[config.mk]
export PLATFORM = sky130hd
export DESIGN_NAME = hpsm_fifo
export DESIGN_NICKNAME = d
export VERILOG_FILES = /design/src/rtl/hpsm_pkg.sv /design/src/rtl/hpsm_fifo.sv
export SDC_FILE = /design/constraint.sdc
export NUM_CORES = 1
export LEC_CHECK = 0
export BUFFER_PORTS_ARGS = -buffer_cell sky130_fd_sc_hd__buf_4
export CAP_MARGIN = 10
export CORE_ASPECT_RATIO = 1.5
export CORE_UTILIZATION = 40
export CTS_CLUSTER_SIZE = 14
export DETAILED_ROUTE_END_ITERATION = 8
export GPL_TIMING_DRIVEN = 0
export SLEW_MARGIN = 15
export SYNTH_ARGS = -nofsm -noshare
export SYNTH_HDL_FRONTEND = slang
export SYNTH_SLANG_ARGS = --single-unit
[constraint.sdc]
create_clock -name clk -period 3.5 [get_ports clk]
set_input_delay 0.175 -clock clk [delete_from_list [all_inputs] [get_ports clk]]
set_output_delay 0.175 -clock clk [all_outputs]
set_load 0.1 [all_outputs]
[src/rtl/hpsm_pkg.sv]
// shared types and constants of the hall pulse speed meter
package hpsm_pkg;

    // configuration register indexes
    localparam logic [2:0] REG_PPR      = 3'd0;
    localparam logic [2:0] REG_CIRC     = 3'd1;
    localparam logic [2:0] REG_RATIO    = 3'd2;
    localparam logic [2:0] REG_MULT     = 3'd3;
    localparam logic [2:0] REG_TIMEOUT  = 3'd4;
    localparam logic [2:0] REG_MAXSPD   = 3'd5;
    localparam logic [2:0] REG_DEBOUNCE = 3'd6;

    // configuration reset values
    localparam logic [7:0]  PPR_RST      = 8'd100;
    localparam logic [15:0] CIRC_RST     = 16'd2000;
    localparam logic [15:0] RATIO_RST    = 16'd955;
    localparam logic [15:0] MULT_RST     = 16'd256;
    localparam logic [15:0] TIMEOUT_RST  = 16'd2000;
    localparam logic [15:0] MAXSPD_RST   = 16'd300;
    localparam logic [15:0] DEBOUNCE_RST = 16'd500;

    // result status codes
    localparam logic [2:0] ST_VALID    = 3'd0;
    localparam logic [2:0] ST_STOPPED  = 3'd1;
    localparam logic [2:0] ST_RANGE    = 3'd2;
    localparam logic [2:0] ST_NO_IVAL  = 3'd3;
    localparam logic [2:0] ST_EDGE_OK  = 3'd4;
    localparam logic [2:0] ST_EDGE_REJ = 3'd5;

    // command codes
    localparam logic CMD_EDGE = 1'b0;
    localparam logic CMD_READ = 1'b1;

    // arithmetic constants
    localparam logic [11:0] KPH_SCALE = 12'd3600;  // seconds per hour x m per km / mm per m
    localparam logic [9:0]  US_PER_MS = 10'd1000;
    localparam logic [3:0]  AVG_DIV   = 4'd10;

    // division of the blend sum by ten: exact for sums below 2^32
    localparam logic [31:0] TENTH_RECIP = 32'hCCCC_CCCD;
    localparam int          TENTH_SHIFT = 35;
    localparam int          AVG_SUM_W   = 28;
    localparam logic [27:0] AVG_SAT_SUM = 28'd167772160;  // ten times 2^24

    // base widths of the speed numerator and denominator
    localparam int NUM_BASE_W = 44;   // 3600 * 16 bit * 16 bit
    localparam int DEN_W      = 56;   // 32 bit * 8 bit * 16 bit
    localparam int SPEED_W    = 24;

    localparam int QUEUE_DEPTH = 4;
    localparam int QPTR_W      = 2;

    typedef struct packed {
        logic [7:0]  pulses_per_turn;
        logic [15:0] wheel_circ_mm;
        logic [15:0] drive_ratio_q8;
        logic [15:0] calibration_mult_q8;
        logic [15:0] stop_after_ms;
        logic [15:0] speed_ceiling;
        logic [15:0] debounce_us;
    } cfg_t;

    // what the back end does with a queued request
    typedef enum logic [1:0] {
        OP_SHOW = 2'd0,   // report the held speed with the given status
        OP_STOP = 2'd1,   // vehicle stopped, clear the speed
        OP_CALC = 2'd2    // compute and blend a new speed
    } op_t;

    typedef struct packed {
        op_t         op;
        logic [2:0]  status;
        logic [31:0] interval;
        logic [31:0] pulses;
    } job_t;

endpackage

[src/rtl/hpsm_fifo.sv]
// short request queue between front and back end
module hpsm_fifo (
    input  logic               clk,
    input  logic               rst_n,
    input  logic               push,
    input  hpsm_pkg::job_t     push_data,
    output logic               full,
    input  logic               pop,
    output hpsm_pkg::job_t     pop_data,
    output logic               empty
);
    import hpsm_pkg::*;

    job_t                entry_reg [QUEUE_DEPTH];
    logic [QPTR_W-1:0]   wr_ptr_reg;
    logic [QPTR_W-1:0]   rd_ptr_reg;
    logic [QPTR_W:0]     count_reg;

    assign full     = count_reg == (QPTR_W+1)'(QUEUE_DEPTH);
    assign empty    = count_reg == '0;
    assign pop_data = entry_reg[rd_ptr_reg];

    // pointers and fill level
    always_ff @(posedge clk or negedge rst_n)
    begin
        if (!rst_n)
        begin
            wr_ptr_reg <= '0;
            rd_ptr_reg <= '0;
            count_reg  <= '0;
        end
        else
        begin
            if (push)
            begin
                wr_ptr_reg <= wr_ptr_reg + 1'b1;
            end
            if (pop)
            begin
                rd_ptr_reg <= rd_ptr_reg + 1'b1;
            end
            if (push && !pop)
            begin
                count_reg <= count_reg + 1'b1;
            end
            else if (pop && !push)
            begin
                count_reg <= count_reg - 1'b1;
            end
        end
    end

    // entry storage
    always_ff @(posedge clk)
    begin
        if (push)
        begin
            entry_reg[wr_ptr_reg] <= push_data;
        end
    end

endmodule

## Word-level counts from Yosys, hierarchy flattened

Memory sizes are Yosys's and may differ from the RTL's.
Cells that the tools add are included.

| word-level totals | value |
|---|---|
| flip-flop bits (word level) | 7 |
| bits in writable memories | 276 |
| input port bits | 73 |
| memories kept | 1 |

Memories:

| name | words | width | read ports | clocked after memory_dff | write ports | RTL line | RTL |
|---|---|---|---|---|---|---|---|
| entry_reg | 4 | 69 | 1 | 0 | 1 | hpsm_fifo.sv:14 | `job_t entry_reg [QUEUE_DEPTH];` |

| cells by class | value |
|---|---|
| $add $sub $neg | 4 |
| equal/unequal tests | 1 |
| mux-type cells | 4 |
| reductions and logical operators | 6 |

Operators with widths:

| cell | count |
|---|---|
| $mux 3 | 2 |
| $add 2x1->2 const B | 2 |
| $add 3x1->3 const B | 1 |
| $eq 3x3->1 const B | 1 |
| $logic_not 3->1 | 1 |
| $sub 3x1->3 const B | 1 |
| $logic_and 1x1->1 | 2 |
| $logic_not 1->1 | 2 |
| $mux 1 | 2 |
| $reduce_bool 2->1 | 1 |

## Depth between registers and ports, before layout

| depth | value |
|---|---|
| depth in word-level cells | 4 |
| mapped depth | 7 |
| gate-level depth less buffers | 7 |

## Worst setup path after synthesis

No wires, ideal clock.

| timing path | value |
|---|---|
| path type | reg2out |
| start point | reg count_reg[0] |
| end point | out full |
| arrival | 2.653 ns |
| data required time | 3.325 ns |
| path slack | 0.672 ns |
| cell stages (with the launch flop) | 2 |
| path buffers | 0 |
| cell sequence | dfrtp_1 nor3b_1 |

| between the ends | value |
|---|---|
| longest elaborated chain between the ends | 1 |

RTL lines:

| item | RTL line | RTL |
|---|---|---|
| start: declaration | hpsm_fifo.sv:17 | `logic [QPTR_W:0] count_reg;` |
| start signal: assignment | hpsm_fifo.sv:44 | `count_reg <= count_reg + 1'b1;` |
| start signal: assignment | hpsm_fifo.sv:48 | `count_reg <= count_reg - 1'b1;` |
| $eq 3x3->1 | hpsm_fifo.sv:19 | `assign full = count_reg == (QPTR_W+1)'(QUEUE_DEPTH);` |
| end: declaration | hpsm_fifo.sv:7 | `output logic full,` |

Every way passes these cells.

==> impl_metrics.env <==
export IMPL_outcome="complete, no violations"
export IMPL_hold_path_cell_count=3
export IMPL_row_count=72
export IMPL_grt_max_degree=43
export IMPL_hpwl_um=11900
export IMPL_post_route_min_period_ns=2.45
export IMPL_ys_top_cells_by_area="edfxtp_1, mux4_2, dfrtp_1"
export IMPL_synth_top_family_by_area="multiplexers"
export IMPL_setup_viol=0
export IMPL_ys_ff_latch=283
export IMPL_areaGrowthSynthToFinish_pct=30.3
export IMPL_crit_path_max_fanout=10
export IMPL_synth_warnings=0
export IMPL_hold_start="pop"
export IMPL_die_w_um=134
export IMPL_r2r_setup_slack_ns=1.66
export IMPL_startpoint_type="flip-flop"
export IMPL_synth_top_flop_cell="edfxtp_1"
export IMPL_rsz0062_at_grt="no"
export IMPL_dieHeight_um=200
export IMPL_place_area_mm2=0.0120
export IMPL_reg2reg_depth=4
export IMPL_fin_ws_ns=1.05
export IMPL_final_cells=991
export IMPL_dieArea_mm2=0.0267
export IMPL_whs_ns=0.386
export IMPL_cts_tree="done"
export IMPL_synth_mux_area_frac=0.150
export IMPL_pre_cts_ws_ns=1.53
export IMPL_relSlewSlack=0.627
export IMPL_clockBufferDepth=3
export IMPL_grt_pass1_wl_um=30000
export IMPL_antenna_cells=0
export IMPL_placed_cells=875
export IMPL_synth_xor_area_frac=0.00504
export IMPL_ys_types=20
export IMPL_num_vias=4836
export IMPL_async_flop_share=0.0247
export IMPL_synth_adder_area_share=0.00792
export IMPL_synth_most_common_cell="edfxtp_1"
export IMPL_gp_congestion=0.660
export IMPL_hold_end="rd_ptr_reg[0]"
export IMPL_drc=0
export IMPL_largest_reg_flops=276
export IMPL_hold_class="primary input to flip-flop"
export IMPL_r2r_end="entry_reg[0][10]"
export IMPL_clk_pin_slew_ns=0.06
export IMPL_drv_slew=0
export IMPL_clock_root_buffer="clkbuf_16"
export IMPL_cp_data_arrival_time_ns=2.28
export IMPL_synthCells=395
export IMPL_viasPerCell=4.88
export IMPL_nNetsFinal=722
export IMPL_final_antenna_net_count=0
export IMPL_start_util=0.406
export IMPL_io_buffers=143
export IMPL_final_area_mm2=0.0136
export IMPL_r2r_start="wr_ptr_reg[0]"
export IMPL_yosys_area_share_simple=0.00468
export IMPL_synth_top_area_cell="edfxtp_1"
export IMPL_yosys_top_cells_count="edfxtp_1, mux4_2, buf_12, buf_2, dfrtp_1"
export IMPL_first_global_vias=5405
export IMPL_drt_wl_total_um=19400
export IMPL_numCtsBuffers=26
export IMPL_synth_avg_cell_area_um2=26.4
export IMPL_path_class="flip-flop to output port"
export IMPL_syn_area_mm2=0.0104
export IMPL_wire_per_inst_um=19.6
export IMPL_first_pass_iters=6
export IMPL_yosysTopAreaCellShare=0.795
export IMPL_grt_usage=0.149
export IMPL_drive_above_1_share=0.413
export IMPL_synth_edff_count=276
export IMPL_core_mm2=0.0257
export IMPL_maxCapViolations=0
export IMPL_gr_total_overflow=0
export IMPL_cts_sinks=283
export IMPL_n_fill_cell=2044
export IMPL_finalHoldViolations=0
export IMPL_fmax_mhz=408
export IMPL_fin_skew_ns=0.00886
export IMPL_worst_pin_slew_ns=0.560
export IMPL_antenna_found_initial=0
export IMPL_io_pins=144
export IMPL_clk_latency_ns=0.52
export IMPL_end_kind="output port"
export IMPL_yosysSeqAreaShare=0.812
export IMPL_required_ns=3.32
export IMPL_synth_fp_nets=474
export IMPL_min_period_over_period=0.701
export IMPL_synth_compound_area_frac=0.000480
export IMPL_h_tree_depth=1
export IMPL_drt_initial_drc_count=203
[cells by family after synthesis]
| logic type | count (synthesis) |
|---|---|
| flip-flops | 283 |
| multiplexers | 70 |
| buffers and inverters | 20 |
| AND/OR/NAND/NOR | 9 |
| XOR/XNOR | 6 |
| adder cells (fa/ha/maj) | 6 |
| AO/OA/AOI/OAI | 1 |
[final cells by class]
type / count / area (um^2) / share of cell area
buffer: 16 / 190 / 0.0140
clock buffer: 35 / 736 / 0.0542
clock inverter: 8 / 92.6 / 0.00682
inverter: 4 / 15.0 / 0.00111
multi-input combinational: 92 / 1770 / 0.130
sequential: 283 / 8460 / 0.623
tap: 333 / 417 / 0.0307
timing repair buffer: 220 / 1900 / 0.140
[layer usage]
metal / track usage / up-vias / share of wire
met2: 0.286 / 107 / 0.57
li1: - / 2179 / -
met1: 0.171 / 2524 / 0.37
met4: 0.0434 / 0 / 0.018
met3: 0.0220 / 26 / 0.037
met5: 0 / - / 0
[how the worst max path moves through the flow]
stage                             start                to  slack, ns  depth (start not counted)
after floorplan            count_reg[0]              full       0.67                          1
after global placement    wr_ptr_reg[0]  entry_reg[0][14]      -0.49                          3
after detailed placement  rd_ptr_reg[1]      pop_data[39]       1.53                          4
after CTS                 rd_ptr_reg[1]      pop_data[39]       0.96                          4
after global routing      rd_ptr_reg[1]      pop_data[39]       0.90                          4
final                     rd_ptr_reg[1]      pop_data[39]       1.05                          4
[worst max-delay path, cell delays in order (launching register included)]
cell,delay (ns)
dfrtp_1,0.32
clkbuf_1,0.39
buf_2,0.38
mux4_2,0.41
buf_4,0.26
[what timing repair did]
action	in CTS	in global routing
gates resized for setup	0	0
buffers inserted	0	0
hold buffers	73	0
hold endpoints to repair	287	0
[cells in the final DEF, fill, tap and decap left out]
master,instances
dlygate4sd3_1,73
buf_6,1
bufinv_16,2
o21ai_0,1
inv_1,4
buf_4,143
mux4_1,1
nor3_1,1
clkbuf_16,27
edfxtp_1,276
buf_2,7
nor2_1,1
mux2_2,1
clkbuf_1,6
clkinv_4,1
buf_12,9
fa_1,1
clkinv_1,1
mux4_2,68
xnor2_1,2
clkinv_2,4
nand2_1,2
and2_4,4
ha_1,5
nor3b_1,1
xor2_1,4
buf_16,2
dfrtp_1,7
clkbuf_8,3
[through the flow]
stage | setup TNS [ns] | utilization
6_report | 0 | 0.529
2_1_floorplan | 0 | -
3_5_place_dp | 0 | 0.468
5_1_grt | 0 | 0.529
4_1_cts | 0 | 0.529
3_3_place_gp | -124.17 | 0.464
Power is left out: the tool's default activity adds up to more than one toggle a clock period on the data nets, which glitch-free logic cannot reach.
