$ cat config.mk
export PLATFORM = sky130hd
export DESIGN_NAME = hpsm_back
export DESIGN_NICKNAME = d
export VERILOG_FILES = /design/src/rtl/hpsm_pkg.sv /design/src/rtl/hpsm_div.sv /design/src/rtl/hpsm_back.sv
export SDC_FILE = /design/constraint.sdc
export NUM_CORES = 2
export LEC_CHECK = 0
export ABC_AREA = 1
export BUFFER_PORTS_ARGS = -buffer_cell sky130_fd_sc_hd__buf_2
export CORE_MARGIN = 8
export CORE_UTILIZATION = 45
export DETAILED_ROUTE_END_ITERATION = 6
export GPL_TIMING_DRIVEN = 0
export PLACE_DENSITY_LB_ADDON = 0.05
export SLEW_MARGIN = 25
export SYNTH_ARGS = -nofsm -noshare
export SYNTH_HDL_FRONTEND = slang
export SYNTH_SLANG_ARGS = --single-unit
$ cat constraint.sdc
create_clock -name clk -period 11.12 [get_ports clk]
set_input_delay 2.224 -clock clk [delete_from_list [all_inputs] [get_ports clk]]
set_output_delay 2.224 -clock clk [all_outputs]
set_load 0.01 [all_outputs]
$ cat src/rtl/hpsm_pkg.sv
// shared types and constants of the hall pulse speed meter
package hpsm_pkg;

    // configuration register indexes
    localparam logic [2:0] REG_PPR      = 3'd0;
    localparam logic [2:0] REG_CIRC     = 3'd1;
    localparam logic [2:0] REG_RATIO    = 3'd2;
    localparam logic [2:0] REG_MULT     = 3'd3;
    localparam logic [2:0] REG_TIMEOUT  = 3'd4;
    localparam logic [2:0] REG_MAXSPD   = 3'd5;
    localparam logic [2:0] REG_DEBOUNCE = 3'd6;

    // configuration reset values
    localparam logic [7:0]  PPR_RST      = 8'd100;
    localparam logic [15:0] CIRC_RST     = 16'd2000;
    localparam logic [15:0] RATIO_RST    = 16'd955;
    localparam logic [15:0] MULT_RST     = 16'd256;
    localparam logic [15:0] TIMEOUT_RST  = 16'd2000;
    localparam logic [15:0] MAXSPD_RST   = 16'd300;
    localparam logic [15:0] DEBOUNCE_RST = 16'd500;

    // result status codes
    localparam logic [2:0] ST_VALID    = 3'd0;
    localparam logic [2:0] ST_STOPPED  = 3'd1;
    localparam logic [2:0] ST_RANGE    = 3'd2;
    localparam logic [2:0] ST_NO_IVAL  = 3'd3;
    localparam logic [2:0] ST_EDGE_OK  = 3'd4;
    localparam logic [2:0] ST_EDGE_REJ = 3'd5;

    // command codes
    localparam logic CMD_EDGE = 1'b0;
    localparam logic CMD_READ = 1'b1;

    // arithmetic constants
    localparam logic [11:0] KPH_SCALE = 12'd3600;  // seconds per hour x m per km / mm per m
    localparam logic [9:0]  US_PER_MS = 10'd1000;
    localparam logic [3:0]  AVG_DIV   = 4'd10;

    // division of the blend sum by ten: exact for sums below 2^32
    localparam logic [31:0] TENTH_RECIP = 32'hCCCC_CCCD;
    localparam int          TENTH_SHIFT = 35;
    localparam int          AVG_SUM_W   = 28;
    localparam logic [27:0] AVG_SAT_SUM = 28'd167772160;  // ten times 2^24

    // base widths of the speed numerator and denominator
    localparam int NUM_BASE_W = 44;   // 3600 * 16 bit * 16 bit
    localparam int DEN_W      = 56;   // 32 bit * 8 bit * 16 bit
    localparam int SPEED_W    = 24;

    localparam int QUEUE_DEPTH = 4;
    localparam int QPTR_W      = 2;

    typedef struct packed {
        logic [7:0]  pulses_per_turn;
        logic [15:0] wheel_circ_mm;
        logic [15:0] drive_ratio_q8;
        logic [15:0] calibration_mult_q8;
        logic [15:0] stop_after_ms;
        logic [15:0] speed_ceiling;
        logic [15:0] debounce_us;
    } cfg_t;

    // what the back end does with a queued request
    typedef enum logic [1:0] {
        OP_SHOW = 2'd0,   // report the held speed with the given status
        OP_STOP = 2'd1,   // vehicle stopped, clear the speed
        OP_CALC = 2'd2    // compute and blend a new speed
    } op_t;

    typedef struct packed {
        op_t         op;
        logic [2:0]  status;
        logic [31:0] interval;
        logic [31:0] pulses;
    } job_t;

endpackage

$ cat src/rtl/hpsm_div.sv
// restoring divider, one quotient bit per cycle
module hpsm_div #(
    parameter int NUM_W = 52,
    parameter int DEN_W = 56
) (
    input  logic             clk,
    input  logic             rst_n,
    input  logic             start,
    input  logic [NUM_W-1:0] num,
    input  logic [DEN_W-1:0] den,
    output logic             done,
    output logic [NUM_W-1:0] quot
);
    localparam int CNT_W = $clog2(NUM_W);

    logic             busy_reg;
    logic             done_reg;
    logic [CNT_W-1:0] cnt_reg;
    logic [NUM_W-1:0] q_reg;
    logic [DEN_W-1:0] rem_reg;
    logic [DEN_W-1:0] den_reg;

    logic [DEN_W:0]   trial;
    logic [DEN_W:0]   diff;
    logic             fits;
    logic [DEN_W-1:0] rem_next;
    logic [NUM_W-1:0] q_next;

    assign done = done_reg;
    assign quot = q_reg;

    // one trial subtraction
    always_comb
    begin
        trial    = {rem_reg, q_reg[NUM_W-1]};
        diff     = trial - {1'b0, den_reg};
        fits     = !diff[DEN_W];
        rem_next = fits ? diff[DEN_W-1:0] : trial[DEN_W-1:0];
        q_next   = {q_reg[NUM_W-2:0], fits};
    end

    // step control
    always_ff @(posedge clk or negedge rst_n)
    begin
        if (!rst_n)
        begin
            busy_reg <= 1'b0;
            done_reg <= 1'b0;
            cnt_reg  <= '0;
        end
        else
        begin
            done_reg <= 1'b0;
            if (start)
            begin
                busy_reg <= 1'b1;
                cnt_reg  <= CNT_W'(NUM_W - 1);
            end
            else if (busy_reg)
            begin
                if (cnt_reg == '0)
                begin
                    busy_reg <= 1'b0;
                    done_reg <= 1'b1;
                end
                else
                begin
                    cnt_reg <= cnt_reg - 1'b1;
                end
            end
        end
    end

    // working registers
    always_ff @(posedge clk)
    begin
        if (start)
        begin
            q_reg   <= num;
            rem_reg <= '0;
            den_reg <= den;
        end
        else if (busy_reg)
        begin
            q_reg   <= q_next;
            rem_reg <= rem_next;
        end
    end

endmodule

$ cat src/rtl/hpsm_back.sv
// back end: speed computation, range check, smoothing and result register
module hpsm_back #(
    parameter int SPEED_FRAC_BITS = 8
) (
    input  logic               clk,
    input  logic               rst_n,
    input  hpsm_pkg::cfg_t     cfg,
    input  logic               job_empty,
    input  hpsm_pkg::job_t     job,
    output logic               job_pop,
    output logic               rsp_valid,
    input  logic               rsp_stall,
    output logic [23:0]        speed_q8,
    output logic [2:0]         status,
    output logic [31:0]        pulse_count
);
    import hpsm_pkg::*;

    localparam int NUM_W = NUM_BASE_W + SPEED_FRAC_BITS;

    typedef enum logic [6:0] {
        S_IDLE   = 7'b0000001,
        S_MUL1   = 7'b0000010,
        S_MUL2   = 7'b0000100,
        S_LAUNCH = 7'b0001000,
        S_DIV    = 7'b0010000,
        S_AVG    = 7'b0100000,
        S_OUT    = 7'b1000000
    } state_t;

    state_t               state_reg;
    state_t               state_next;
    logic [SPEED_W-1:0]   smooth_reg;
    logic [SPEED_W-1:0]   smooth_next;
    logic                 invalid_reg;
    logic                 invalid_next;
    logic [SPEED_W-1:0]   out_speed_reg;
    logic [SPEED_W-1:0]   out_speed_next;
    logic [2:0]           out_status_reg;
    logic [2:0]           out_status_next;
    logic [31:0]          out_pulses_reg;
    logic [31:0]          interval_reg;
    logic [31:0]          prod_a_reg;
    logic [39:0]          prod_b_reg;
    logic [NUM_W-1:0]     num_reg;
    logic [DEN_W-1:0]     den_reg;
    logic [AVG_SUM_W-1:0] avg_sum_reg;
    logic                 avg_sat_reg;

    logic                 div_start;
    logic                 div_done;
    logic [NUM_W-1:0]     quot;
    logic [NUM_W-1:0]     limit;
    logic [NUM_W-1:0]     blend_sum;
    logic [SPEED_W-1:0]   quot_sat;
    logic [59:0]          avg_prod;
    logic [SPEED_W-1:0]   avg_quot;
    logic [SPEED_W-1:0]   shown;
    logic                 blend;

    assign rsp_valid   = state_reg == S_OUT;
    assign speed_q8    = out_speed_reg;
    assign status      = out_status_reg;
    assign pulse_count = out_pulses_reg;
    assign job_pop     = state_reg == S_IDLE && !job_empty;

    // speed arithmetic around the divider
    assign limit     = NUM_W'(cfg.speed_ceiling) << SPEED_FRAC_BITS;
    assign blend_sum = (NUM_W'(smooth_reg) << 3) - NUM_W'(smooth_reg) + (quot << 1) + quot;
    assign quot_sat  = (|quot[NUM_W-1:SPEED_W]) ? '1 : quot[SPEED_W-1:0];
    assign shown     = invalid_reg ? '0 : smooth_reg;
    assign blend     = !invalid_reg && smooth_reg != '0;

    // blend divided by ten through the reciprocal, saturated at full scale
    assign avg_prod = 60'(avg_sum_reg) * 60'(TENTH_RECIP);
    assign avg_quot = avg_sat_reg ? '1 : avg_prod[TENTH_SHIFT+SPEED_W-1:TENTH_SHIFT];

    // divider starts once the operands are ready and the divisor is non-zero
    assign div_start = state_reg == S_LAUNCH && den_reg != '0;

    hpsm_div #(
        .NUM_W (NUM_W),
        .DEN_W (DEN_W)
    ) u_div (
        .clk   (clk),
        .rst_n (rst_n),
        .start (div_start),
        .num   (num_reg),
        .den   (den_reg),
        .done  (div_done),
        .quot  (quot)
    );

    // sequencer
    always_comb
    begin
        state_next      = state_reg;
        smooth_next     = smooth_reg;
        invalid_next    = invalid_reg;
        out_speed_next  = out_speed_reg;
        out_status_next = out_status_reg;
        unique case (state_reg)
            S_IDLE:
            begin
                if (!job_empty)
                begin
                    out_status_next = job.status;
                    unique case (job.op)
                        OP_STOP:
                        begin
                            smooth_next    = '0;
                            invalid_next   = 1'b0;
                            out_speed_next = '0;
                            state_next     = S_OUT;
                        end
                        OP_CALC:
                        begin
                            state_next = S_MUL1;
                        end
                        default:
                        begin
                            out_speed_next = shown;
                            state_next     = S_OUT;
                        end
                    endcase
                end
            end
            S_MUL1:
            begin
                state_next = S_MUL2;
            end
            S_MUL2:
            begin
                state_next = S_LAUNCH;
            end
            S_LAUNCH:
            begin
                if (den_reg == '0)
                begin
                    invalid_next    = 1'b1;
                    out_speed_next  = '0;
                    out_status_next = ST_RANGE;
                    state_next      = S_OUT;
                end
                else
                begin
                    state_next = S_DIV;
                end
            end
            S_DIV:
            begin
                if (div_done)
                begin
                    priority if (quot > limit)
                    begin
                        invalid_next    = 1'b1;
                        out_speed_next  = '0;
                        out_status_next = ST_RANGE;
                        state_next      = S_OUT;
                    end
                    else if (blend)
                    begin
                        state_next = S_AVG;
                    end
                    else
                    begin
                        smooth_next     = quot_sat;
                        invalid_next    = 1'b0;
                        out_speed_next  = quot_sat;
                        out_status_next = ST_VALID;
                        state_next      = S_OUT;
                    end
                end
            end
            S_AVG:
            begin
                smooth_next     = avg_quot;
                invalid_next    = 1'b0;
                out_speed_next  = avg_quot;
                out_status_next = ST_VALID;
                state_next      = S_OUT;
            end
            S_OUT:
            begin
                if (!rsp_stall)
                begin
                    state_next = S_IDLE;
                end
            end
            default:
            begin
                state_next = S_IDLE;
            end
        endcase
    end

    // control and speed state
    always_ff @(posedge clk or negedge rst_n)
    begin
        if (!rst_n)
        begin
            state_reg   <= S_IDLE;
            smooth_reg  <= '0;
            invalid_reg <= 1'b0;
        end
        else
        begin
            state_reg   <= state_next;
            smooth_reg  <= smooth_next;
            invalid_reg <= invalid_next;
        end
    end

    // result and operand registers
    always_ff @(posedge clk)
    begin
        out_speed_reg  <= out_speed_next;
        out_status_reg <= out_status_next;
        if (job_pop)
        begin
            out_pulses_reg <= job.pulses;
            interval_reg   <= job.interval;
        end
        if (state_reg == S_MUL1)
        begin
            prod_a_reg <= 32'(cfg.wheel_circ_mm) * 32'(cfg.calibration_mult_q8);
            prod_b_reg <= 40'(interval_reg) * 40'(cfg.pulses_per_turn);
        end
        if (state_reg == S_MUL2)
        begin
            num_reg <= NUM_W'(NUM_BASE_W'(prod_a_reg) * NUM_BASE_W'(KPH_SCALE))
                       << SPEED_FRAC_BITS;
            den_reg <= DEN_W'(prod_b_reg) * DEN_W'(cfg.drive_ratio_q8);
        end
        // blend sum, with a flag where a tenth of it passes full scale
        if (state_reg == S_DIV && div_done)
        begin
            avg_sum_reg <= blend_sum[AVG_SUM_W-1:0];
            avg_sat_reg <= blend_sum >= NUM_W'(AVG_SAT_SUM);
        end
    end

endmodule

# == Word-level counts from Yosys, hierarchy flattened ==
# Index checks and enable logic that the tools add are counted.
# totals
regBits,492
inputBits,177
out_inout_bits,61
elab_cells,120
# op_classes
add_sub_neg,5
mul,5
order_cmp,2
n_eq_ne,19
mux,48
n_reduce_logical,21
# op_table
op,count
$mux W24,12
$add A52 B52 Y52,2
$mux W52,2
$pmux W24 S4,1
$pmux W24 S3,1
$mul A28 B32 Y59 const B,1
$sub A57 B56 Y57,1
$logic_not A56 Y1,1
$mul A40 B16 Y56,1
$mux W56,1
$reduce_bool A56 Y1,1
$ge A52 B28 Y1 const B,1
$gt A52 B24 Y1,1
$mux W7,7
$pmux W7 S7,1
$pmux W24 S2,1
$mul A32 B8 Y40,1
$mul A32 B8 Y40 const B,1
$mul A16 B16 Y32,1
$reduce_or A28 Y1,1
$sub A27 B24 Y28,1
$reduce_bool A24 Y1,1
$mux W6,3
$reduce_and A6 Y1,3
26 further kinds,53

# == Longest topological paths before layout ==
# depth
ltp_word,6
mapped_depth,33
mapped_depth_nobuf,33

# == By module ==
# Synthesis repeated with hierarchy kept, for this count alone.
# hier_totals
cells_unflattened,10765
area_unflattened_um2,83501.3
# by_module_without_submodules
mod,instances,cells_each,area_each_um2,seq_area_each_um2
hpsm_back,1,8842,71202.0,9450.3
hpsm_div,1,1923,12299.3,4564.4

# == Worst setup path after synthesis ==
# No wires, ideal clock.
# synth_path
kind,reg-to-reg
startpoint,register state_reg[4]
endpoint,"register den_reg[0], enable pin"
setup_time_ps,790
arrival_time_ps,9760
t_required_ps,10330
path_slack_ps,570
path_stages_with_launch,4
n_path_buf,0
period_less_slack_ps,10550
cell_sequence,dfrtp_1 nor2_1 nand2_1 nor4_1
# synth_between
elab_chain_cells,1
# synth_lines
element,line,rtl
from (decl),hpsm_back.sv:31,state_t state_reg;
from (signal assigned),hpsm_back.sv:208,state_reg <= state_next;
$eq A7 B3 Y1,hpsm_back.sv:229,if (state_reg == S_MUL2)
to (signal assigned),hpsm_back.sv:233,den_reg <= DEN_W'(prod_b_reg) * DEN_W'(cfg.drive_ratio_q8);
to (decl),hpsm_back.sv:46,logic [DEN_W-1:0] den_reg;
# Every way passes these cells.
# A chain may end at the register's enable or synchronous reset.

# == Worst setup path after layout ==
# layout_path
startpoint,input port cfg[70] (netlist bit)
endpoint,"register den_reg[42], data pin"
# layout_between
elab_chain_cells,1
# layout_lines
element,line,rtl
from (decl),hpsm_back.sv:7,"input hpsm_pkg::cfg_t cfg,"
$mul A40 B16 Y56,hpsm_back.sv:233,
# Every way passes these cells.

==> results_dict.tcl <==
set metrics [dict create \
    wirelength_um 253000 \
    clk-insertion-delay-late_ns 0.69 \
    h-tree-depth 3 \
    ys_async_sr_fraction_pct 8.13 \
    finalCritPeriodShare_pct 75.5 \
    wl_per_cell_um 19.9 \
    core_sq_mm 0.178 \
    rsz0062_at_grt "no" \
    skew_ns 0.0385 \
    fp.dieH_um 440 \
    yosysSeqAreaShare_pct 17.4 \
    required_ns 11.54 \
    critPathKind "in2reg" \
    num_rows 155 \
    cts_tree "built" \
    grt_pass1_wl_um 395000 \
    grt_max_degree 50 \
    cts.sink_count 492 \
    synth_top_area_share_pct 30.3 \
    finalHoldViolations 0 \
    cts_resized 0 \
    ys.flop_type "edfxtp_1" \
    gp_congestion 0.970 \
    syn_avg_cell_area_sq_um 8.04 \
    worstMarginPinSlew_ns 1.07 \
    synthTopCellsByArea "fa_1 (30%), edfxtp_1 (15%), ha_1 (12%)" \
    ios 238 \
    cap_violations 0 \
    antenna_found_initial 6 \
    detailed_place_hpwl_um 220000 \
    worstHoldPathType "reg2reg" \
    final_nets 12472 \
    ys_seq_elements 492 \
    slew_viol_final 0 \
    postPlaceCellArea_sq_mm 0.0848 \
    initial_utilization_pct 45.2 \
    die_w_um 440 \
    postCtsHoldBufs 0 \
    numCtsBuffers 67 \
    cp_data_arrival_time_ns 8.82 \
    antenna_left 0 \
    drive_above_1_share_pct 3.88 \
    status "finished, final reports clean" \
    syn_inst 10034 \
    max-slew-margin-rel_pct 28.9 \
    end_kind "flop" \
    synth_warnings 0 \
    io_buffers 157 \
    post-route-min-period_ns 8.40 \
    grt_util_all_layers_pct 26.4 \
    clkTransAtPathRegs_ns 0.06 \
    cp_max_fo 10 \
    drc 0 \
    final_area_sq_mm 0.0872 \
    post_cts_buffers 0 \
    synthesis.nets 12215 \
    grt_pass1_vias 68256 \
    startpoint_type "input pin" \
    overflow 0 \
    yosysTopAreaCell "fa_1" \
    first_pass_iters 6 \
    clockRootBuffer "clkbuf_16" \
    clockBufferDepth 3 \
    die_area_sq_mm 0.193 \
    ys_top_cells_by_count "inv_1 (2528), nand2_1 (2350), fa_1 (1220)" \
    synth.cell_area_sq_mm 0.0807 \
    synth_edf_count 396 \
    vias_per_cell 5.11 \
    max_freq_mhz 119 \
    dr_total_vias 64885 \
    synth_most_common_cell "inv_1" \
    fin_setup_tns_ns 0 \
    drt_iter0_drc 4253 \
    synth_cell_types 68 \
    setup_viol 0 \
    syn_to_final_growth_pct 7.99 \
]
-- stage by stage --
stage          worst slack [ns]  hold WS, ns  cells  utilization (%)
2_1_floorplan             0.570        0.427  10034                -
3_3_place_gp              -3.26        0.436  12546             47.3
3_5_place_dp               2.05        0.434  12577             47.5
4_1_cts                    2.81        0.445  12701             48.8
5_1_grt                    2.52        0.462  12705             48.9
6_report                   2.72        0.443  12706             48.9
-- metal layers --
| layer | part of all wire, % | track usage [%] |
|---|---|---|
| met5 | 0 | 0 |
| met2 | 49 | 46.2 |
| met4 | 3.7 | 8.49 |
| met1 | 43 | 34.6 |
| met3 | 4.6 | 2.63 |
-- worst max-delay path, cell delays in order --
cell      delay (ns)
clkbuf_1        0.74
nand2_1         0.17
fa_1            0.54
inv_1           0.05
fa_1            0.47
inv_1           0.05
fa_1            0.49
inv_1           0.05
fa_1            0.52
inv_1           0.05
fa_1            0.48
inv_1           0.07
fa_1            0.48
ha_1            0.37
a21oi_1         0.23
a21boi_0        0.30
nor2_1          0.07
nor2_1          0.14
a21boi_1        0.33
o21ai_1         0.17
a21boi_0        0.49
o21ai_1         0.13
xor2_1          0.18
-- cells by family after synthesis --
kind of cell | Yosys count | share of synthesized area (%)
simple gates | 3409 | 16.9
buf+inv | 2849 | 13.4
fa+ha+maj | 2004 | 42.4
compound gates | 1038 | 7.20
flops | 492 | 17.4
xor+xnor | 242 | 2.63
-- layout make-up --
type                    count  area, sq um
clock buffers              85         1810
inverters                2535         9520
fillers                 17841        91200
flip-flops and latches    492        14000
well taps                2355         2950
multi-input cells        6693        55900
plain buffers             314         1350
repair buffers            188         1100
diodes                      5         12.5
clock inverters            39          532
-- path summary, 6_finish.rpt --
kind,cells past startpoint,slack [ns],from,end
setup / recovery,23,2.72,cfg[70],den_reg[42]$_DFFE_PP_
hold / removal,0,0.44,den_reg[29]$_DFFE_PP_,u_div.den_reg[29]$_DFFE_PP_
setup reg to reg,27,3.06,avg_sum_reg[13]$_DFFE_PP_,speed_q8[19]$_DFFE_PP_
hold reg to reg,0,0.44,den_reg[29]$_DFFE_PP_,u_div.den_reg[29]$_DFFE_PP_
max in group asynchronous,1,9.17,rst_n,u_div.cnt_reg[0]$_DFFE_PN0P_
min in group asynchronous,1,1.53,rst_n,smooth_reg[3]$_DFFE_PN0P_
-- placed cells by master (no fill, tap or decap), drive strengths merged, types with 8 or more instances in the layout --
cell and instances:
nor2 587, nor3 53, nand2 2362, dfrtp 39, ha 784, buf 217
xnor2 94, o21a 19, nor4 47, o21ai 342, xor2 148, a21boi 17
edfxtp 396, a21o 36, fa 1220, a22oi 8, inv 2543, a21oi 444
a31oi 70, clkinv 18, nand3 256, dfxtp 56, nand3b 17, o221ai 9
bufinv 8, nand4 70, clkbuf 370, o211ai 32, o21bai 27
Power is left out: the tool's default activity adds up to more than one toggle a clock period on the data nets, which glitch-free logic cannot reach.
