$ cat config.mk
export PLATFORM = sky130hd
export DESIGN_NAME = hpsm_front
export DESIGN_NICKNAME = d
export VERILOG_FILES = /design/src/rtl/hpsm_pkg.sv /design/src/rtl/hpsm_front.sv
export SDC_FILE = /design/constraint.sdc
export NUM_CORES = 1
export LEC_CHECK = 0
export BUFFER_PORTS_ARGS = -buffer_cell sky130_fd_sc_hd__buf_4
export CORE_MARGIN = 1.5
export CORE_UTILIZATION = 25
export CTS_CLUSTER_DIAMETER = 80
export CTS_CLUSTER_SIZE = 24
export DETAILED_ROUTE_END_ITERATION = 8
export GPL_TIMING_DRIVEN = 0
export PLACE_DENSITY = 0.52
export SLEW_MARGIN = 20
export SYNTH_ARGS = -nofsm -noshare
export SYNTH_HDL_FRONTEND = slang
export SYNTH_SLANG_ARGS = --single-unit
$ cat constraint.sdc
create_clock -name clk -period 18.82 [get_ports clk]
set_clock_uncertainty 0.1 [all_clocks]
set_input_delay 0.941 -clock clk [delete_from_list [all_inputs] [get_ports clk]]
set_output_delay 0.941 -clock clk [all_outputs]
set_load 0.02 [all_outputs]
$ cat src/rtl/hpsm_pkg.sv
// shared types and constants of the hall pulse speed meter
package hpsm_pkg;

    // configuration register indexes
    localparam logic [2:0] REG_PPR      = 3'd0;
    localparam logic [2:0] REG_CIRC     = 3'd1;
    localparam logic [2:0] REG_RATIO    = 3'd2;
    localparam logic [2:0] REG_MULT     = 3'd3;
    localparam logic [2:0] REG_TIMEOUT  = 3'd4;
    localparam logic [2:0] REG_MAXSPD   = 3'd5;
    localparam logic [2:0] REG_DEBOUNCE = 3'd6;

    // configuration reset values
    localparam logic [7:0]  PPR_RST      = 8'd100;
    localparam logic [15:0] CIRC_RST     = 16'd2000;
    localparam logic [15:0] RATIO_RST    = 16'd955;
    localparam logic [15:0] MULT_RST     = 16'd256;
    localparam logic [15:0] TIMEOUT_RST  = 16'd2000;
    localparam logic [15:0] MAXSPD_RST   = 16'd300;
    localparam logic [15:0] DEBOUNCE_RST = 16'd500;

    // result status codes
    localparam logic [2:0] ST_VALID    = 3'd0;
    localparam logic [2:0] ST_STOPPED  = 3'd1;
    localparam logic [2:0] ST_RANGE    = 3'd2;
    localparam logic [2:0] ST_NO_IVAL  = 3'd3;
    localparam logic [2:0] ST_EDGE_OK  = 3'd4;
    localparam logic [2:0] ST_EDGE_REJ = 3'd5;

    // command codes
    localparam logic CMD_EDGE = 1'b0;
    localparam logic CMD_READ = 1'b1;

    // arithmetic constants
    localparam logic [11:0] KPH_SCALE = 12'd3600;  // seconds per hour x m per km / mm per m
    localparam logic [9:0]  US_PER_MS = 10'd1000;
    localparam logic [3:0]  AVG_DIV   = 4'd10;

    // division of the blend sum by ten: exact for sums below 2^32
    localparam logic [31:0] TENTH_RECIP = 32'hCCCC_CCCD;
    localparam int          TENTH_SHIFT = 35;
    localparam int          AVG_SUM_W   = 28;
    localparam logic [27:0] AVG_SAT_SUM = 28'd167772160;  // ten times 2^24

    // base widths of the speed numerator and denominator
    localparam int NUM_BASE_W = 44;   // 3600 * 16 bit * 16 bit
    localparam int DEN_W      = 56;   // 32 bit * 8 bit * 16 bit
    localparam int SPEED_W    = 24;

    localparam int QUEUE_DEPTH = 4;
    localparam int QPTR_W      = 2;

    typedef struct packed {
        logic [7:0]  pulses_per_turn;
        logic [15:0] wheel_circ_mm;
        logic [15:0] drive_ratio_q8;
        logic [15:0] calibration_mult_q8;
        logic [15:0] stop_after_ms;
        logic [15:0] speed_ceiling;
        logic [15:0] debounce_us;
    } cfg_t;

    // what the back end does with a queued request
    typedef enum logic [1:0] {
        OP_SHOW = 2'd0,   // report the held speed with the given status
        OP_STOP = 2'd1,   // vehicle stopped, clear the speed
        OP_CALC = 2'd2    // compute and blend a new speed
    } op_t;

    typedef struct packed {
        op_t         op;
        logic [2:0]  status;
        logic [31:0] interval;
        logic [31:0] pulses;
    } job_t;

endpackage

$ cat src/rtl/hpsm_front.sv
// front end: configuration registers, edge debounce and request classification
module hpsm_front (
    input  logic               clk,
    input  logic               rst_n,
    input  logic               req_valid,
    input  logic               command,
    input  logic [31:0]        time_us,
    input  logic               accept,
    input  logic               cfg_wr,
    input  logic [2:0]         cfg_index,
    input  logic [15:0]        cfg_data,
    output hpsm_pkg::cfg_t     cfg,
    output hpsm_pkg::job_t     job
);
    import hpsm_pkg::*;

    cfg_t        cfg_reg;
    logic [31:0] last_edge_reg;
    logic [31:0] interval_reg;
    logic [31:0] pulses_reg;

    logic [31:0] elapsed;
    logic [25:0] timeout_us;
    logic        edge_ok;
    logic        timed_out;

    assign cfg = cfg_reg;

    // configuration register file
    always_ff @(posedge clk or negedge rst_n)
    begin
        if (!rst_n)
        begin
            cfg_reg.pulses_per_turn     <= PPR_RST;
            cfg_reg.wheel_circ_mm       <= CIRC_RST;
            cfg_reg.drive_ratio_q8      <= RATIO_RST;
            cfg_reg.calibration_mult_q8 <= MULT_RST;
            cfg_reg.stop_after_ms       <= TIMEOUT_RST;
            cfg_reg.speed_ceiling       <= MAXSPD_RST;
            cfg_reg.debounce_us         <= DEBOUNCE_RST;
        end
        else if (cfg_wr)
        begin
            unique case (cfg_index)
                REG_PPR:      cfg_reg.pulses_per_turn     <= cfg_data[7:0];
                REG_CIRC:     cfg_reg.wheel_circ_mm       <= cfg_data;
                REG_RATIO:    cfg_reg.drive_ratio_q8      <= cfg_data;
                REG_MULT:     cfg_reg.calibration_mult_q8 <= cfg_data;
                REG_TIMEOUT:  cfg_reg.stop_after_ms       <= cfg_data;
                REG_MAXSPD:   cfg_reg.speed_ceiling       <= cfg_data;
                REG_DEBOUNCE: cfg_reg.debounce_us         <= cfg_data;
                default:      cfg_reg <= cfg_reg;
            endcase
        end
    end

    // time since the last accepted edge, modulo 2^32
    assign elapsed    = time_us - last_edge_reg;
    assign timeout_us = 26'(cfg_reg.stop_after_ms) * 26'(US_PER_MS);
    assign edge_ok    = elapsed > 32'(cfg_reg.debounce_us);
    assign timed_out  = elapsed > 32'(timeout_us);

    // edge state
    always_ff @(posedge clk or negedge rst_n)
    begin
        if (!rst_n)
        begin
            last_edge_reg <= '0;
            interval_reg  <= '0;
            pulses_reg    <= '0;
        end
        else if (accept && command == CMD_EDGE && edge_ok)
        begin
            last_edge_reg <= time_us;
            interval_reg  <= elapsed;
            pulses_reg    <= pulses_reg + 32'd1;
        end
    end

    // classify the request for the back end
    always_comb
    begin
        job.interval = interval_reg;
        job.pulses   = pulses_reg;
        job.op       = OP_SHOW;
        job.status   = ST_EDGE_REJ;
        if (req_valid)
        begin
            priority if (command == CMD_EDGE && edge_ok)
            begin
                job.status = ST_EDGE_OK;
                job.pulses = pulses_reg + 32'd1;
            end
            else if (command == CMD_EDGE)
            begin
                job.status = ST_EDGE_REJ;
            end
            else if (timed_out)
            begin
                job.op     = OP_STOP;
                job.status = ST_STOPPED;
            end
            else if (interval_reg == '0)
            begin
                job.status = ST_NO_IVAL;
            end
            else
            begin
                job.op     = OP_CALC;
                job.status = ST_VALID;
            end
        end
    end

endmodule

Word level (Yosys, flattened, before mapping)
Cells that the tools add are included.
{ "classes": {"add_sub_neg": 2, "mul": 1, "order_cmp": 2, "n_eq_ne": 6, "n_mux": 10, "bitwise": 1, "n_reduce_logical": 12} }
{ "ops": {"columns": ["op", "count"], "rows": [
  ["$mux W32", 2],
  ["$add A32 B1 Y32 const B", 1],
  ["$gt A32 B16 Y1", 1],
  ["$gt A32 B26 Y1", 1],
  ["$logic_not A32 Y1", 1],
  ["$sub A32 B32 Y32", 1],
  ["$mul A16 B7 Y23 const B", 1],
  ["$reduce_and A2 Y1", 7],
  ["$mux W5", 2],
  ["$eq A3 B3 Y1 const B", 3],
  ["$mux W2", 4],
  ["$eq A3 B2 Y1 const B", 2],
  ["$mux W3", 2],
  ["$eq A3 B1 Y1 const B", 1],
  ["$logic_and A1 B1 Y1", 3],
  ["$logic_not A3 Y1", 1],
  ["$not A1 Y1", 1]
]} }
{ "totals": {"reg_bits": 200, "in_bits": 57, "out_inout_bits": 173, "wordCells": 44} }

Logic depth before layout (Yosys ltp)
Gate-level depths: netlist of run 1.
{ "depth": {"word_depth": 6, "mapped_depth": 27, "mapped_depth_nobuf": 27} }

Least setup slack after synthesis of run 1
Ideal clock, no wire load.
{ "synth_path": {"path_kind": "register to output", "start": "register cfg_reg (netlist bit cfg[33])", "end": "output job[64] in the netlist's numbering", "arrival_ps": 6292, "required_time_ps": 17779, "path_slack_ps": 11487, "stages_incl_launch_ff": 25, "n_path_buf": 0, "cell_sequence": "dfrtp_1 inv_1 fa_1 fa_1 fa_1 fa_1 inv_1 ha_1 a21boi_0 o211ai_1 a21oi_1 o31ai_1 nor2_1 a2111oi_0 xor2_1 ha_1 a21o_1 a21oi_1 o21ai_0 a21oi_1 o31ai_1 a21oi_1 nor2_1 nor4b_1 a21boi_0"} }
{ "synth_lines": {"columns": ["item", "line_no", "text"], "rows": [
  ["start, declared", "hpsm_front.sv:17", "cfg_t cfg_reg;"],
  ["start signal, assigned", "hpsm_front.sv:52", "default: cfg_reg <= cfg_reg;"],
  ["end, declared", "hpsm_front.sv:13", "output hpsm_pkg::job_t job"]
]} }

==> results of run 1 <==
## critical path, stage by stage, from the launching register on
cell	delay (ps)
dfrtp_1	530
fa_1	580
fa_1	520
inv_1	50
fa_1	470
fa_1	510
inv_1	40
ha_1	290
o21ai_0	120
a21boi_0	150
o211ai_1	220
a21oi_1	130
o31ai_1	470
nor2_1	100
a2111oi_0	670
xor2_1	190
ha_1	350
nand4_1	120
nor2_1	120
nand2_1	100
nor4_1	430
nor2_1	230
nor4b_1	460
a21boi_0	180
buf_4	180
## kinds of logic (layout without fill, tap and decap cells)
logic type               count (synthesis)  in the layout  synth area share
XOR/XNOR                               101            101           0.06331
AO/OA/AOI/OAI                          196            196           0.08972
adder cells (fa/ha/maj)                178            178            0.1889
multiplexers                           155            155            0.1245
AND/OR/NAND/NOR                        319            319            0.1188
flip-flops                             200            200            0.3612
buffers and inverters                  183            444           0.05355
## path summary, 6_finish.rpt
kind                                                    start                            end  slack [ps]  depth (start not counted)
worst max register to register   last_edge_reg[0]$_DFFE_PN0P_   last_edge_reg[4]$_DFFE_PN0P_       12400                         23
worst min-delay path                                    rst_n            cfg[91]$_DFFE_PN0P_         280                          1
worst min register to register  last_edge_reg[29]$_DFFE_PN0P_  last_edge_reg[29]$_DFFE_PN0P_         400                          1
min in group clk                last_edge_reg[29]$_DFFE_PN0P_  last_edge_reg[29]$_DFFE_PN0P_         400                          1
worst max-delay path                      cfg[32]$_DFFE_PN0P_                        job[64]       10090                         24
max in group asynchronous                               rst_n   interval_reg[17]$_DFFE_PN0P_       17560                          2
## per-layer routing
metal,track usage,part of all wire,vias to the layer above
li1,-,-,5146
met1,0.1799,0.45,5263
met2,0.2381,0.47,243
met3,0.04207,0.062,25
met4,0.03606,0.012,0
met5,0,0,-
## layout make-up
class | count | area, µm²
buffer | 36 | 196.4
clock buffer | 19 | 442.9
clock inverter | 13 | 161.4
fill | 5710 | 37910
inverter | 147 | 551.8
multi-input combinational | 949 | 8188
sequential | 200 | 5047
tap | 748 | 935.9
timing repair buffer | 229 | 1767
## power by group through the flow
| stage | registers [mW] | clock network (mW) | logic (mW) |
|---|---|---|---|
| 6_report | 0.629 | 0.385 | 2.64 |
| 5_1_grt | 0.644 | 0.416 | 2.99 |
| 4_1_cts | 0.630 | 0.404 | 2.68 |
| 3_5_place_dp | 0.637 | 0 | 2.66 |
| 3_3_place_gp | 0.633 | 0 | 2.60 |
| 2_1_floorplan | 0.710 | 0 | 1.85 |
## synth_stat cells (6+ instances only)
library cell and instances:
a211oi_1 9, xor2_1 14, nor3_1 19, fa_1 55, nor4_1 12, o21bai_1 8
mux2_2 117, dfrtp_1 166, nor2b_1 7, o21ai_0 45, nand4_1 17, o211ai_1 6
nor2_1 51, dfstp_2 34, nand2_1 61, xnor2_1 87, ha_1 123, buf_2 6
clkbuf_1 18, nand2b_1 10, inv_1 147, buf_1 6, a21o_1 26, and3_1 24
and2_1 7, mux2_1 33, a21oi_1 54, nand4b_1 7, or3_1 8, nand3_1 73
## metrics by stage
step | util | power (mW) | cell area [µm²] | instances | worst slack [ps]
after floorplan | - | 2.559 | 13970 | 1332 | 11490
after global placement | 0.3010 | 3.234 | 16610 | 2307 | 10610
after detailed placement | 0.3021 | 3.298 | 16680 | 2309 | 10640
after CTS | 0.3130 | 3.712 | 17280 | 2341 | 10040
after global routing | 0.3132 | 4.055 | 17290 | 2341 | 9449
final | 0.3132 | 3.654 | 17290 | 2341 | 10090
==> results.tsv, run 1 <==
stage	metric	value	unit
place	hpwl dp	32.44	mm
route	drt wl/cell	16.98	µm
die	initial core utilization	0.2531	
setup_path	Crit Path Class	register to output pin	
die	core area	55200	µm²
setup_path	Crit. End Element	output pin	
layout	Final nets	1815	
grt	gr ovfl total	0	
power	share of power burned in combinational logic	0.723	
power	power density cells	211.3	nW/µm²
yosys	Synth warnings	0	
clock_tree	CTS H-tree depth	4	
yosys	Async SR Flop Fraction	1.000	
die	Boundary Pins	230	
yosys	#FFs+latches synth	200	
clock_tree	Setup Fix Bufs, Post-CTS	0	
power	Pint	1.901	mW
timing	worst relative slew slack	0.2659	
timing	Worst Tran Pin Value	1099	ps
route	drt total wl	39.74	mm
route	routed via count	10680	
yosys	cell count after synthesis	1332	
clock_tree	Root Buffer	clkbuf_16	
clock_tree	CTS Sinks	200	
timing	Hold Slack	275.6	ps
layout	most frequent cells in the layout	buf_4 (226), dfrtp_1 (166), inv_1 (147)	
layout	max reg flops	104	
route	remaining antenna violation count	0	
clock_tree	CTS tree	done	
yosys	leading area contributor after synthesis	dfrtp_1	
grt	initial antenna violation count	0	
grt	largest net degree at the start of global routing	75	
min_path	Hold Path Class	input port to async pin	
setup_path	Critical Path AT	7690	ps
clock_tree	CTS buffer count	17	
route	# DRC	0	
route	DR iter-0 viols	457	
timing	RSZ-0062 raised after global routing	no	
yosys	Avg Cell Area, Syn	10.49	µm²
power	Switching Fraction	0.4798	
timing	setup_tns	0	ps
yosys	Cell Area, Synth	13970	µm²
grt	GRT Resource Usage Total	0.1428	
setup_path	startpoint types	register	
clock_tree	clock tree buffer depth	2	
die	die area	57320	µm²
outcome	outcome	complete, no violations	
route	drt pass-1 iters	5	
layout	Layout area overhead	23.74	%
place	port bufs	227	
timing	minimum clock period	8727	ps
layout	layout cells sized above 1	0.2731	
clock_tree	Resize count post-CTS	0	
grt	vias in the first global route	11020	
yosys	number of flops mapped to enable cells by yosys	0	
setup_path	crit-path max FO	7	
yosys	top cell type's share of synthesized area	0.2973	
clock_tree	Clk pin slew, worst setup/hold paths	90	ps
job	Max Cap Violations	0	
yosys	top_reg_cell synth	dfrtp_1	
timing	period utilisation layout	0.4637	
power	leakage power	7.872	nW
clock_tree	hold buffer count at CTS	0	
yosys	unique cell type count in the Yosys netlist	66	
layout	ANT cells	0	
timing	Hold Vio Cnt, Final	0	
power	clock share of power	0.105	
yosys	register area share after synthesis	0.3612	
grt	first-pass GRT wire length	62.60	mm
timing	Setup violations, final	0	
route	via/cell ratio	4.561	
clock_tree	Worst-Skew Late Latency	480	ps
setup_path	CP required	17780	ps
die	Die X	239.4	µm
timing	FMAX	0.1146	GHz
timing	pins over their slew limit	0	
layout	commonest non-fill, non-tap cell in the layout	buf_4	
power	sequential group share of total power	0.172	
place	RePlAce Congestion	0.8178	
power	NetSw	1.753	mW
power	VDD IR-drop max	0.1697	mV
yosys	post-synthesis net count	1567	
die	Die Y	239.4	µm
yosys	top cells by area, synth	dfrtp_1 (30%), ha_1 (11%), mux2_2 (9.4%)	
die	cell row count	86	
No activity file was read; power rests on OpenSTA's default activity.
==> run 2: changes to the inputs <==
--- a/config.mk
+++ b/config.mk
@@ -12,7 +12,7 @@
 export CTS_CLUSTER_SIZE = 24
 export DETAILED_ROUTE_END_ITERATION = 8
 export GPL_TIMING_DRIVEN = 0
-export PLACE_DENSITY = 0.52
+export PLACE_DENSITY = 0.53
 export SLEW_MARGIN = 20
 export SYNTH_ARGS = -nofsm -noshare
 export SYNTH_HDL_FRONTEND = slang
==> constraint.sdc (replaced) <==
create_clock -name clk -period 7.82 [get_ports clk]
set_clock_uncertainty 0.1 [all_clocks]
set_input_delay 0.391 -clock clk [delete_from_list [all_inputs] [get_ports clk]]
set_output_delay 0.391 -clock clk [all_outputs]
set_load 0.02 [all_outputs]
==> run 2 against run 1 <==
Power increased by 150%. Critical path depth up 4. Flip-flop and latch count is the same. Die area is the same. Count of clock-buffer cells in the layout fell by 2. Highest routed layer unchanged.
==> results.tsv, run 2 (synthesis results as in run 1) <==
stage	metric	value	unit	change
outcome	outcome	complete, no violations		
setup_path	worst path bufs/invs	4		+1
clock_tree	CTS tree	done		
power	Pwr Total	9.072	mW	+150%
setup_path	startpoint types	register		
timing	Hold Vio Cnt, Final	0		unchanged
timing	FMAX	0.1355	GHz	
power	Pint	4.701	mW	+150%
layout	Final nets	1836		+1.2%
timing	Setup violations, final	0		unchanged
die	cell row count	86		unchanged
route	remaining antenna violation count	0		unchanged
timing	setup_tns	0	ps	unchanged
power	Switching Fraction	0.4818		+0.001982
setup_path	Crit. End Element	output pin		
power	sequential group share of total power	0.167		-0.005
clock_tree	Clk pin slew, worst setup/hold paths	80	ps	about the same
clock_tree	Worst-Skew Late Latency	500	ps	+20 ps
grt	largest net degree at the start of global routing	90		+20%
clock_tree	CTS H-tree depth	4		unchanged
grt	GRT Resource Usage Total	0.1442		+0.001405
setup_path	Worst path most repeated cell	a21oi_1		
route	# DRC	0		unchanged
route	drt wl/cell	16.95	µm	-0.16%
route	drt total wl	40.04	mm	+0.73%
setup_path	Critical Path AT	6890	ps	-800 ps
place	RePlAce Congestion	0.8216		+0.46%
place	placement-stage cell area	16680	µm²	unchanged
route	routed via count	10700		+0.22%
grt	initial antenna violation count	0		unchanged
setup_path	CP top delay family	adder cells		
setup_path	Crit Path Class	register to output pin		
die	Boundary Pins	230		unchanged
power	leakage power	7.983	nW	+1.4%
clock_tree	CTS Sinks	200		unchanged
setup_path	crit-path max FO	5		-2
grt	first-pass GRT wire length	63.32	mm	+1.1%
setup_path	slowest library cell on the worst path	fa_1		
die	Die X	239.4	µm	unchanged
route	via/cell ratio	4.530		-0.68%
route	DR iter-0 viols	472		+3.3%
layout	layout cells sized above 1	0.2813		+0.008219
die	Die Y	239.4	µm	unchanged
route	drt pass-1 iters	5		unchanged
setup_path	CP max stage delay	540	ps	-130 ps
grt	gr ovfl total	0		unchanged
timing	Hold Slack	50.06	ps	-225.6 ps
clock_tree	CTS buffer count	17		unchanged
layout	most frequent cells in the layout	buf_4 (233), dfrtp_1 (163), inv_1 (146)		
power	clock share of power	0.105		about the same
power	power density cells	516.5	nW/µm²	+140%
power	VDD IR-drop max	0.4851	mV	+190%
clock_tree	Root Buffer	clkbuf_16		
place	port bufs	227		unchanged
timing	minimum clock period	7381	ps	
die	die area	57320	µm²	unchanged
layout	Layout area overhead	25.70	%	
power	NetSw	4.371	mW	+150%
layout	cell area after layout	17560	µm²	+1.6%
die	core area	55200	µm²	unchanged
layout	commonest non-fill, non-tap cell in the layout	buf_4		
layout	ANT cells	0		unchanged
layout	max reg flops	104		unchanged
place	hpwl dp	32.24	mm	-0.64%
power	share of power burned in combinational logic	0.728		+0.005
min_path	Hold Path Class	input port to register		
die	initial core utilization	0.2531		unchanged
grt	vias in the first global route	11060		+0.37%
job	Max Cap Violations	0		unchanged
timing	worst relative slew slack	0.2824		+0.01645
timing	period utilisation layout	0.9438		
timing	pins over their slew limit	0		unchanged
setup_path	CP required	7330	ps	-10450 ps
layout	post-layout util	0.3182		+0.004964
clock_tree	clock tree buffer depth	2		unchanged
timing	Worst Tran Pin Value	1068	ps	-30.53 ps
[run 2: cell count changes in the layout (fill, tap and decap cells not counted), moves of 2 or more]
cell and change:
inv_12 +4, dfrtp_1 -3, clkinvlp_4 -2, dfrtp_2 +3
buf_4 +7, dlygate4sd3_1 +14
[run 2: worst paths after layout]
check	startpoint	endpoint	slack, ps	cells after the start
worst max-delay path	cfg[33]$_DFFE_PN0P_	job[68]	440	28
worst min-delay path	time_us[4]	last_edge_reg[4]$_DFFE_PN0P_	50	2
worst max register to register	last_edge_reg[0]$_DFFE_PN0P_	last_edge_reg[5]$_DFFE_PN0P_	1320	23
worst min register to register	last_edge_reg[22]$_DFFE_PN0P_	last_edge_reg[22]$_DFFE_PN0P_	390	1
max in group asynchronous	rst_n	last_edge_reg[31]$_DFFE_PN0P_	6250	4
min in group asynchronous	rst_n	cfg[23]$_DFFE_PN0P_	230	2
[run 2: what timing repair did]
item / 4_1_cts / 5_1_grt
hold endpoints to repair: 56 / 0
resized for setup: 5 / 10
endpoints found under the setup margin: 4 / 4
hold buffers: 14 / 0
pin swaps: 0 / 6
buffers inserted: 0 / 7
[run 2: final cells by class]
cell class	instances	area, µm²
inverters	147	551.8
multi-input cells	949	8245
flip-flops and latches	200	5051
fillers	5722	37640
well taps	748	935.9
repair buffers	250	1959
plain buffers	36	196.4
clock inverters	15	198.9
clock buffers	17	425.4
[run 2: routing by layer]
| layer | vias to the layer above | global-route usage | part of all wire | routed length [µm] |
|---|---|---|---|---|
| met5 | - | 0 | 0 | 0 |
| met4 | 0 | 0.04833 | 0.021 | 822 |
| met3 | 42 | 0.04299 | 0.062 | 2480 |
| met2 | 230 | 0.2340 | 0.47 | 18800 |
| met1 | 5236 | 0.1822 | 0.45 | 17940 |
| li1 | 5192 | - | - | - |
[run 2: power by group through the flow]
stage	Combinational [mW]	Clock, mW	Sequential (mW)
after floorplan	4.45	0	1.71
after global placement	6.25	0	1.52
after detailed placement	6.38	0	1.53
after CTS	6.48	0.997	1.52
after global routing	7.51	1.03	1.55
final	6.61	0.953	1.51
[run 2: metrics by stage]
stage                     cells  setup slack, ps
after floorplan            1332             1037
after global placement     2307            101.7
after detailed placement   2309            185.7
after CTS                  2355            40.01
after global routing       2362           -21.39
final                      2362            439.5
==> run 3: changes to the inputs <==
--- a/config.mk
+++ b/config.mk
@@ -6,13 +6,14 @@
 export NUM_CORES = 1
 export LEC_CHECK = 0
 export BUFFER_PORTS_ARGS = -buffer_cell sky130_fd_sc_hd__buf_4
-export CORE_MARGIN = 1.5
 export CORE_UTILIZATION = 25
 export CTS_CLUSTER_DIAMETER = 80
 export CTS_CLUSTER_SIZE = 24
 export DETAILED_ROUTE_END_ITERATION = 8
 export GPL_TIMING_DRIVEN = 0
+export MAX_ROUTING_LAYER = met4
 export PLACE_DENSITY = 0.53
+export SKIP_LAST_GASP = 1
 export SLEW_MARGIN = 20
 export SYNTH_ARGS = -nofsm -noshare
 export SYNTH_HDL_FRONTEND = slang
==> run 3 against run 2 <==
Cell count decreased by 0.30%. Sequential power is essentially flat. Fmax is 1.2% lower. Setup slack lost 92 ps. Critical path depth unchanged. Combinational power is essentially flat. Via count is 0.53% higher. Die area is 0.83% lower. Non-clock buffer count is 7 lower. Final area down 0.27%. Register-to-register slack worse by 70 ps. Count of clock-buffer cells in the layout stayed put. Largest cell class unchanged. Largest power group unchanged.
==> results.tsv, run 3 (synthesis results as in run 1) <==
stage	metric	value	unit	change
place	pre-CTS WS	192.2	ps	+6.468 ps
setup_path	Crit. End Element	output pin		
layout	layout cells sized above 1	0.2800		-0.001264
die	die area	56840	µm²	-0.83%
grt	GRT Resource Usage Total	0.1491		+0.004848
route	drt pass-1 iters	6		+1
timing	FMAX	0.1338	GHz	-1.2%
clock_tree	clock tree buffer depth	2		unchanged
timing	Setup violations, final	0		unchanged
die	cell row count	86		unchanged
grt	first-pass GRT wire length	63.08	mm	-0.38%
layout	Final nets	1829		-0.38%
layout	Non-Filler Instances	2355		-0.30%
timing	Hold Slack	49.00	ps	-1.062 ps
outcome	outcome	complete, no violations		
grt	largest net degree at the start of global routing	80		-11%
place	placement-stage cell area	16680	µm²	unchanged
clock_tree	CTS tree	done		
clock_tree	Worst-Skew Late Latency	490	ps	about the same
place	hpwl dp	32.40	mm	+0.49%
setup_path	CP required	7330	ps	about the same
timing	pins over their slew limit	0		unchanged
timing	Worst Tran Pin Value	1043	ps	-24.79 ps
place	Inst Count DP	2309		unchanged
timing	worst relative slew slack	0.2990		+0.01665
setup_path	CP max stage delay	530	ps	about the same
clock_tree	CTS Sinks	200		unchanged
layout	most frequent cells in the layout	buf_4 (231), dfrtp_1 (163), inv_1 (147)		
timing	period utilisation layout	0.9556		+0.01177
grt	vias in the first global route	10940		-1.0%
place	port bufs	227		unchanged
layout	max reg flops	104		unchanged
setup_path	Worst path most repeated cell	a21oi_1		
setup_path	Crit Path Class	register to output pin		
setup_path	Critical Path AT	6980	ps	+90 ps
job	Max Cap Violations	0		unchanged
power	leakage power	7.962	nW	-0.26%
grt	initial antenna violation count	0		unchanged
die	Boundary Pins	230		unchanged
die	Die Y	238.4	µm	-0.42%
route	DR iter-0 viols	469		-0.64%
timing	fin worst setup slack	347.4	ps	-92.08 ps
route	routed via count	10760		+0.53%
timing	Hold Vio Cnt, Final	0		unchanged
route	via/cell ratio	4.568		+0.83%
power	power density cells	518.9	nW/µm²	+0.47%
clock_tree	CTS H-tree depth	4		unchanged
route	drt total wl	39.94	mm	-0.24%
grt	gr ovfl total	0		unchanged
clock_tree	CTS buffer count	17		unchanged
die	Die X	238.4	µm	-0.42%
route	remaining antenna violation count	0		unchanged
place	RePlAce Congestion	0.8494		+3.4%
layout	ANT cells	0		unchanged
route	# DRC	0		unchanged
timing	minimum clock period	7473	ps	+92.08 ps
setup_path	crit-path max FO	5		unchanged
route	drt wl/cell	16.96	µm	about the same
clock_tree	Clk pin slew, worst setup/hold paths	90	ps	about the same
power	Pwr Total	9.090	mW	+0.20%
layout	cell area after layout	17520	µm²	-0.27%
layout	commonest non-fill, non-tap cell in the layout	buf_4		
clock_tree	Root Buffer	clkbuf_16		
min_path	Hold Path Class	input port to register		
layout	Layout area overhead	25.36	%	
setup_path	slowest library cell on the worst path	fa_1		
die	initial core utilization	0.2531		unchanged
layout	Filler cells	5708		-0.24%
setup_path	startpoint types	register		
power	VDD IR-drop max	0.4949	mV	+2.0%
die	core area	55200	µm²	unchanged
run 3: cell types whose count changed in the layout (fill, tap and decap cells not counted), moves of 2 or more:
| cell | previous run | this run |
|---|---|---|
| dlygate4sd3_1 | 14 | 9 |
| inv_12 | 4 | 1 |
| buf_4 | 233 | 231 |
| bufinv_16 | 0 | 2 |
| clkinv_8 | 3 | 5 |
run 3: final timing paths:
check,startpoint,to,slack (ps),depth (start not counted)
hold reg to reg,last_edge_reg[26]$_DFFE_PN0P_,last_edge_reg[26]$_DFFE_PN0P_,390,1
setup reg to reg,last_edge_reg[0]$_DFFE_PN0P_,last_edge_reg[30]$_DFFE_PN0P_,1250,24
hold / removal,time_us[18],last_edge_reg[18]$_DFFE_PN0P_,50,2
max in group asynchronous,rst_n,last_edge_reg[31]$_DFFE_PN0P_,6520,3
setup / recovery,cfg[33]$_DFFE_PN0P_,job[64],350,28
min in group asynchronous,rst_n,cfg[22]$_DFFE_PN0P_,310,2
run 3: cell type report:
class | instances | area, µm² | share of cell area
multi-input combinational | 949 | 8242 | 0.4705
inverter | 147 | 551.8 | 0.03150
sequential | 200 | 5051 | 0.2884
clock inverter | 15 | 220.2 | 0.01257
buffer | 36 | 196.4 | 0.01121
clock buffer | 17 | 425.4 | 0.02429
tap | 748 | 935.9 | 0.05343
timing repair buffer | 243 | 1894 | 0.1081
run 3: through the flow:
step                  util  TNS, ps
floorplan                -        0
global placement    0.3010        0
detailed placement  0.3021        0
CTS                 0.3157        0
global route        0.3173   -55.13
finish              0.3173        0
run 3: critical path, delay by kind of cell (launching register included):
kind	cells	cell delay [ps]
fa+ha+maj	6	2590
xor+xnor	1	190
compound gates	15	2530
buf+inv	4	340
simple gates	2	350
flops	1	460
run 3: report_power, final:
group	switching (mW)	internal, mW	leakage [nW]
combinational	3.65	2.95	5.26
sequential	0.214	1.30	2.39
clock	0.487	0.496	0.313
total	4.35	4.74	7.96
run 3: routing by layer:
layer | wire length, µm | global-route usage
met5 | 0 | -
met4 | 535 | 0.03904
met3 | 2260 | 0.03991
met2 | 19100 | 0.2375
met1 | 18040 | 0.1860
run 3: what timing repair did:
action                                  in CTS  in global routing
hold buffers                                 9                  0
pin swaps                                    1                  4
setup buffers                                0                  5
endpoints found under the hold margin       41                  0
gates resized for setup                      4                 11
endpoints found under the setup margin       4                  4
